<file path="config.mk">
export PLATFORM = sky130hd
export DESIGN_NAME = stable_class_priority_queue_top
export DESIGN_NICKNAME = d
export VERILOG_FILES = /design/src/rtl/scpq_pkg.sv /design/src/rtl/scpq_cell.sv /design/src/rtl/stable_class_priority_queue_top.sv
export SDC_FILE = /design/constraint.sdc
export NUM_CORES = 1
export LEC_CHECK = 0
export BUFFER_PORTS_ARGS = -buffer_cell sky130_fd_sc_hd__buf_2
export CAP_MARGIN = 40
export CORE_MARGIN = 2
export CORE_UTILIZATION = 50
export DETAILED_ROUTE_END_ITERATION = 16
export GPL_TIMING_DRIVEN = 0
export PLACE_DENSITY = 0.66
export SKIP_CTS_REPAIR_TIMING = 1
export SLEW_MARGIN = 20
export SYNTH_ARGS = -nofsm -noshare
export SYNTH_HDL_FRONTEND = slang
export SYNTH_SLANG_ARGS = --single-unit
</file>
<file path="constraint.sdc">
create_clock -name clk -period 4.9 [get_ports clk]
set_input_delay 0.735 -clock clk [delete_from_list [all_inputs] [get_ports clk]]
set_output_delay 0.735 -clock clk [all_outputs]
set_load 0.005 [all_outputs]
</file>
<file path="src/rtl/scpq_pkg.sv">
// Types and codes shared by the stable four-class priority queue.
// No dependencies.
`default_nettype none

package scpq_pkg;

  localparam int ID_W  = 16;
  localparam int CLS_W = 2;
  localparam int OCC_OUT_W = 5;
  localparam int STAT_W = 2;

  localparam logic ACT_ENQUEUE = 1'b0;
  localparam logic ACT_DEQUEUE = 1'b1;

  localparam logic [STAT_W-1:0] ST_OK        = 2'd0;
  localparam logic [STAT_W-1:0] ST_OVERFLOW  = 2'd1;
  localparam logic [STAT_W-1:0] ST_UNDERFLOW = 2'd2;

  typedef struct packed {
    logic             action;
    logic [ID_W-1:0]  arrival_id;
    logic [CLS_W-1:0] arrival_class;
  } scpq_in_t;

  typedef struct packed {
    logic                 served_valid;
    logic [ID_W-1:0]      served_id;
    logic [CLS_W-1:0]     served_class;
    logic [STAT_W-1:0]    status;
    logic [OCC_OUT_W-1:0] occupancy_out;
  } scpq_out_t;

  typedef struct packed {
    logic [ID_W-1:0]  id;
    logic [CLS_W-1:0] cls;
  } scpq_entry_t;

  typedef struct packed {
    logic        enq;
    logic        deq;
    scpq_entry_t arrival;
  } scpq_ctrl_t;

endpackage

`default_nettype wire

</file>
<file path="src/rtl/scpq_cell.sv">
// One slot of the sorted shift chain: holds an entry, inserts or shifts.
// Depends on scpq_pkg.
`default_nettype none

module scpq_cell
  import scpq_pkg::*;
(
  input  wire logic        clk,
  input  wire scpq_ctrl_t  ctrl,
  input  wire logic        slot_valid,
  input  wire logic        left_stay,
  input  wire scpq_entry_t left_entry,
  input  wire scpq_entry_t right_entry,
  output logic             stay,
  output scpq_entry_t      entry
);

  scpq_entry_t entry_r, entry_nxt;

  assign stay  = slot_valid && (entry_r.cls <= ctrl.arrival.cls);
  assign entry = entry_r;

  always_comb begin
    entry_nxt = entry_r;
    if (ctrl.deq) begin
      entry_nxt = right_entry;
    end else if (ctrl.enq && !stay) begin
      if (left_stay) begin
        entry_nxt = ctrl.arrival;
      end else begin
        entry_nxt = left_entry;
      end
    end
  end

  always_ff @(posedge clk) begin
    entry_r <= entry_nxt;
  end

endmodule

`default_nettype wire

</file>
<file path="src/rtl/stable_class_priority_queue_top.sv">
// A result strobes in the cycle after its request is accepted.
// Throughput: one request per cycle; busy is high only during reset and the
// cycle after it. Insert and remove update every cell of the chain together.
// Reset clears occupancy and the result strobe; slot contents stay undefined.
// The receiver cannot stall: each result is shown for exactly one cycle.
// Depends on scpq_pkg and scpq_cell.
`default_nettype none

module stable_class_priority_queue_top
  import scpq_pkg::*;
#(
  parameter int DEPTH = 16
) (
  input  wire logic      clk,
  input  wire logic      rst_n,
  input  wire logic      start,
  output logic           busy,
  input  wire scpq_in_t  in_req,
  output logic           out_strobe,
  output scpq_out_t      out_result
);

  localparam int OCC_W = $clog2(DEPTH + 1);
  localparam logic [OCC_W-1:0] FULL = OCC_W'(DEPTH);

  logic             rdy_r;
  logic [OCC_W-1:0] occ_r, occ_nxt;
  logic             strobe_r;
  scpq_out_t        result_r, result_nxt;

  logic       accept;
  logic       full, empty;
  scpq_ctrl_t ctrl;

  logic        stay [DEPTH];
  scpq_entry_t entry [DEPTH];

  assign busy   = ~rdy_r;
  assign accept = start && rdy_r;
  assign full   = (occ_r == FULL);
  assign empty  = (occ_r == '0);

  assign ctrl.enq = accept && (in_req.action == ACT_ENQUEUE) && !full;
  assign ctrl.deq = accept && (in_req.action == ACT_DEQUEUE) && !empty;
  assign ctrl.arrival.id  = in_req.arrival_id;
  assign ctrl.arrival.cls = in_req.arrival_class;

  for (genvar i = 0; i < DEPTH; i++) begin : g_cell
    logic        left_stay;
    scpq_entry_t left_entry, right_entry;

    if (i == 0) begin : g_first
      assign left_stay  = 1'b1;
      assign left_entry = ctrl.arrival;
    end else begin : g_mid
      assign left_stay  = stay[i-1];
      assign left_entry = entry[i-1];
    end

    if (i == DEPTH - 1) begin : g_last
      assign right_entry = ctrl.arrival;
    end else begin : g_inner
      assign right_entry = entry[i+1];
    end

    scpq_cell u_cell (
      .clk         (clk),
      .ctrl        (ctrl),
      .slot_valid  (occ_r > OCC_W'(i)),
      .left_stay   (left_stay),
      .left_entry  (left_entry),
      .right_entry (right_entry),
      .stay        (stay[i]),
      .entry       (entry[i])
    );
  end

  always_comb begin
    occ_nxt = occ_r;
    if (ctrl.enq) begin
      occ_nxt = occ_r + 1'b1;
    end else if (ctrl.deq) begin
      occ_nxt = occ_r - 1'b1;
    end
  end

  always_comb begin
    result_nxt = '0;
    if (in_req.action == ACT_ENQUEUE) begin
      result_nxt.status = full ? ST_OVERFLOW : ST_OK;
    end else if (empty) begin
      result_nxt.status = ST_UNDERFLOW;
    end else begin
      result_nxt.served_valid = 1'b1;
      result_nxt.served_id    = entry[0].id;
      result_nxt.served_class = entry[0].cls;
      result_nxt.status       = ST_OK;
    end
    result_nxt.occupancy_out = OCC_OUT_W'(32'(occ_nxt));
  end

  always_ff @(posedge clk) begin
    if (!rst_n) begin
      rdy_r    <= 1'b0;
      occ_r    <= '0;
      strobe_r <= 1'b0;
    end else begin
      rdy_r    <= 1'b1;
      occ_r    <= occ_nxt;
      strobe_r <= accept;
    end
  end

  always_ff @(posedge clk) begin
    if (accept) begin
      result_r <= result_nxt;
    end
  end

  assign out_strobe = strobe_r;
  assign out_result = result_r;

`ifndef ASSERT_OFF
  a_strobe_follows_accept: assert property (@(posedge clk) disable iff (!rst_n)
    accept |=> out_strobe)
    else $error("result strobe missing after accepted request");

  a_no_spurious_strobe: assert property (@(posedge clk) disable iff (!rst_n)
    !accept |=> !out_strobe)
    else $error("result strobe without accepted request");

  a_occ_bound: assert property (@(posedge clk) disable iff (!rst_n)
    occ_r <= FULL)
    else $error("occupancy beyond depth");

  a_overflow_when_full: assert property (@(posedge clk) disable iff (!rst_n)
    (accept && in_req.action == ACT_ENQUEUE && full) |=>
      (out_result.status == ST_OVERFLOW && occ_r == FULL))
    else $error("overflow not flagged or queue changed");

  a_served_ok: assert property (@(posedge clk) disable iff (!rst_n)
    (out_strobe && out_result.served_valid) |-> (out_result.status == ST_OK))
    else $error("served entry with bad status");
`endif

endmodule

`default_nettype wire

</file>
==> run metrics <==
PwrDens 375 nW/um2; proportion of netlist area held by the largest area contributor 57.1%; vias per cell 5.88; core area 32500 um2; hold path depth 1; die area 34500 um2; Die Span X 186 um; clk_skew 0.0123 ns; maximum net fanout on the critical path 11; xor/xnor share of the synthesized area 0.159%; CTS tree built; largest family of logic cells by synthesized area simple AND/OR/NAND/NOR gates; unrepaired setup endpoints after global routing false; CP startpoint kind flop; mux cell area share after synthesis 11.3%; asr flop ratio synth 0%; post-route ant nets 0; final hold vios 0; hpwl dp 35.9 mm; H-tree depth 2; Fillers 2814; Compound-Gate Fraction of Synth Area 10.8%; leakage power 7.39 nW; starting density of the core 50.8%; largest net degree at the start of global routing 33; Crit Reg-Reg Startpoint occ_r[1]; # clock sinks 321; Synth Area in Adders 2.88%; GRT Resource Usage Total 27.2%; Post-Synth Simple-Gate Area 13.3%; Final setup viols 0; IO Pins 50; Least-Margin Pin Slew 0.852 ns; Initial DRC Count 1342; initial antenna violation count 0; DR pass1 iterations 5; Synth Register Bits 321; Top FF cell, synth edfxtp_1; status finished, final reports clean; port bufs 48; post-synthesis sequential area ratio 57.9%; Data required, critical path 5.12 ns; CP arrival 4.40 ns; Bufs on Longest Clock Path 3; first-pass GRT wire length 70.4 mm; Mapped Area 16500 um2; Final nets 1671; Mapped Nets 1570; total CTS buffers 36; CP peak stage delay 0.55 ns; Root Driver clkbuf_16; Congestion Overflow GR 0; total power 7.00 mW; Avg Inst Size Synth 10.9 um2; number of flops mapped to enable cells by yosys 314; # diodes 0; CP cell instances clkbuf_1, inv_1, ha_1, or4b_1, buf_2, nand2_4, nor2_2, buf_6, clkbuf_1, clkbuf_1, nor2_1, nor2_2, buf_6; vias in the first global route 11944; Synth area leaders edfxtp_1 (57%), mux2i_1 (9.9%), nand2_1 (7.8%), o21ai_0 (5.6%), o211ai_1 (3.1%); crit share post-route 85.2%; DR DRC count 0; critical path class reg -> reg; drt wl/cell 22.5 um; Cell Rows 66; share of layout cells above drive strength 1 11.0%; die height 186 um; Hold Path Class in -> reg; Slew Limit Headroom 43.2%; critical hold path startpoint rst_n; cell count after synthesis 1510; clk_lat worst skew 0.52 ns; Placer Congestion 0.886; Critical Path End Type flop; Synth area leader edfxtp_1; Max-cap violations 0; reg-to-reg endpoint g_cell[2].u_cell.entry[1]; R2R depth 13; Routed Wire Length 46.7 mm; worst hold slack 0.451 ns; Worst-path clk slew 0.06 ns; Hold EP rdy_r; achievable clock frequency 239 MHz; Yosys warnings 0; DR vias 12214; post-layout util 57.4%; fin crit period 4.18 ns; Distinct cells, synth 48; FF-to-FF setup slack 0.72 ns; Max Slew Vio Count 0; Most Frequent Cell on Critical Path clkbuf_1; VDD IR max 0.192 mV; area grow syn2layout 13.1%; critical path's slowest cell nor2_2
==> cells by family after synthesis <==
kind of cell	Yosys count
AO/OA/AOI/OAI	305
XOR/XNOR	3
adder cells (fa/ha/maj)	38
buffers and inverters	145
flip-flops	321
multiplexers	181
AND/OR/NAND/NOR	517
==> worst max path at each step <==
stage / slack (ns) / start / to
6_report: 0.72 / occ_r[1] / g_cell[2].u_cell.entry[1]
5_1_grt: 0.42 / occ_r[1] / g_cell[2].u_cell.entry[6]
4_1_cts: 0.69 / occ_r[1] / g_cell[11].u_cell.entry[2]
3_5_place_dp: 0.23 / in_req[1] / g_cell[11].u_cell.entry[13]
3_3_place_gp: -0.31 / start / g_cell[3].u_cell.entry[14]
2_1_floorplan: 1.16 / in_req[1] / g_cell[5].u_cell.entry[0]
==> metrics by stage <==
step / setup TNS (ns) / setup WS [ns] / instance area (um2) / std cells
2_1_floorplan: 0 / 1.16 / 16500 / 1510
3_3_place_gp: -21.79 / -0.308 / 17300 / 2000
3_5_place_dp: 0 / 0.231 / 17600 / 2012
4_1_cts: 0 / 0.694 / 18600 / 2075
5_1_grt: 0 / 0.416 / 18700 / 2078
6_report: 0 / 0.723 / 18700 / 2078
==> sequential cells by signal (all words and copies together) (netlist names) <==
signal               flops
rdy_r                    1
occ_r                    5
out_strobe               1
g_cell.u_cell.entry    288
out_result              26
==> synthesized netlist by cell type, drive strengths merged (2+ instances only) <==
cell	instances
and3	19
mux2	18
dfxtp	7
o211ai	68
o21ai	186
or3	2
and2	7
nor2	40
o22ai	2
xnor2	2
inv	25
buf	31
ha	38
o221ai	4
a21oi	12
nand3	80
a31oi	24
nand2	349
mux2i	163
edfxtp	314
nor2b	15
clkbuf	88
==> cell usage in the layout, fill, tap and decap left out, types with 2 or more instances in the layout <==
| cell type | instances |
|---|---|
| a21oi_1 | 8 |
| a21oi_2 | 3 |
| a31oi_1 | 17 |
| a31oi_2 | 2 |
| a31oi_4 | 5 |
| and2_1 | 7 |
| and3_1 | 19 |
| buf_1 | 4 |
| buf_2 | 73 |
| buf_6 | 13 |
| buf_8 | 2 |
| clkbuf_1 | 96 |
| clkbuf_16 | 37 |
| clkinv_1 | 9 |
| clkinv_2 | 7 |
| dfxtp_1 | 7 |
| edfxtp_1 | 314 |
| ha_1 | 38 |
| inv_1 | 25 |
| mux2_2 | 8 |
| mux2_4 | 10 |
| mux2i_1 | 163 |
| nand2_1 | 344 |
| nand2_2 | 4 |
| nand3_1 | 80 |
| nor2_1 | 33 |
| nor2_2 | 7 |
| nor2b_1 | 15 |
| o211ai_1 | 68 |
| o21ai_0 | 185 |
| o221ai_1 | 4 |
| o22ai_1 | 2 |
| or3_1 | 2 |
| xnor2_1 | 2 |
==> critical path: cells and delay by family, from the launching register on <==
| kind | cells | cell delay (ns) |
|---|---|---|
| buffers and inverters | 7 | 2.02 |
| AND/OR/NAND/NOR | 5 | 1.22 |
| flip-flops | 1 | 0.37 |
| adder cells (fa/ha/maj) | 1 | 0.25 |
==> layer usage <==
layer	up-vias	track usage, %	wire length (um)
li1	5708	-	-
met1	5948	38.5	20700
met2	483	43.7	21600
met3	75	3.05	2860
met4	0	9.13	1500
met5	-	0	0
==> power breakdown <==
group / leakage [nW] / switching, mW / internal, mW / total, mW
Clock: 0.521 / 1.08 / 1.43 / 2.52
Sequential: 2.96 / 0.0939 / 3.29 / 3.38
Combinational: 3.92 / 0.701 / 0.396 / 1.10
Total: 7.39 / 1.88 / 5.12 / 7.00
==> area by class of cell <==
cell class / count / area (um2) / area share, %
clock inverter: 18 / 110 / 0.589
tap: 442 / 553 / 2.96
clock buffer: 45 / 956 / 5.12
inverter: 26 / 98.8 / 0.529
multi-input combinational: 1044 / 6470 / 34.6
sequential: 321 / 9570 / 51.2
timing repair buffer: 63 / 423 / 2.26
buffer: 119 / 499 / 2.67
Note: power is estimated with default switching activity, not from simulation.
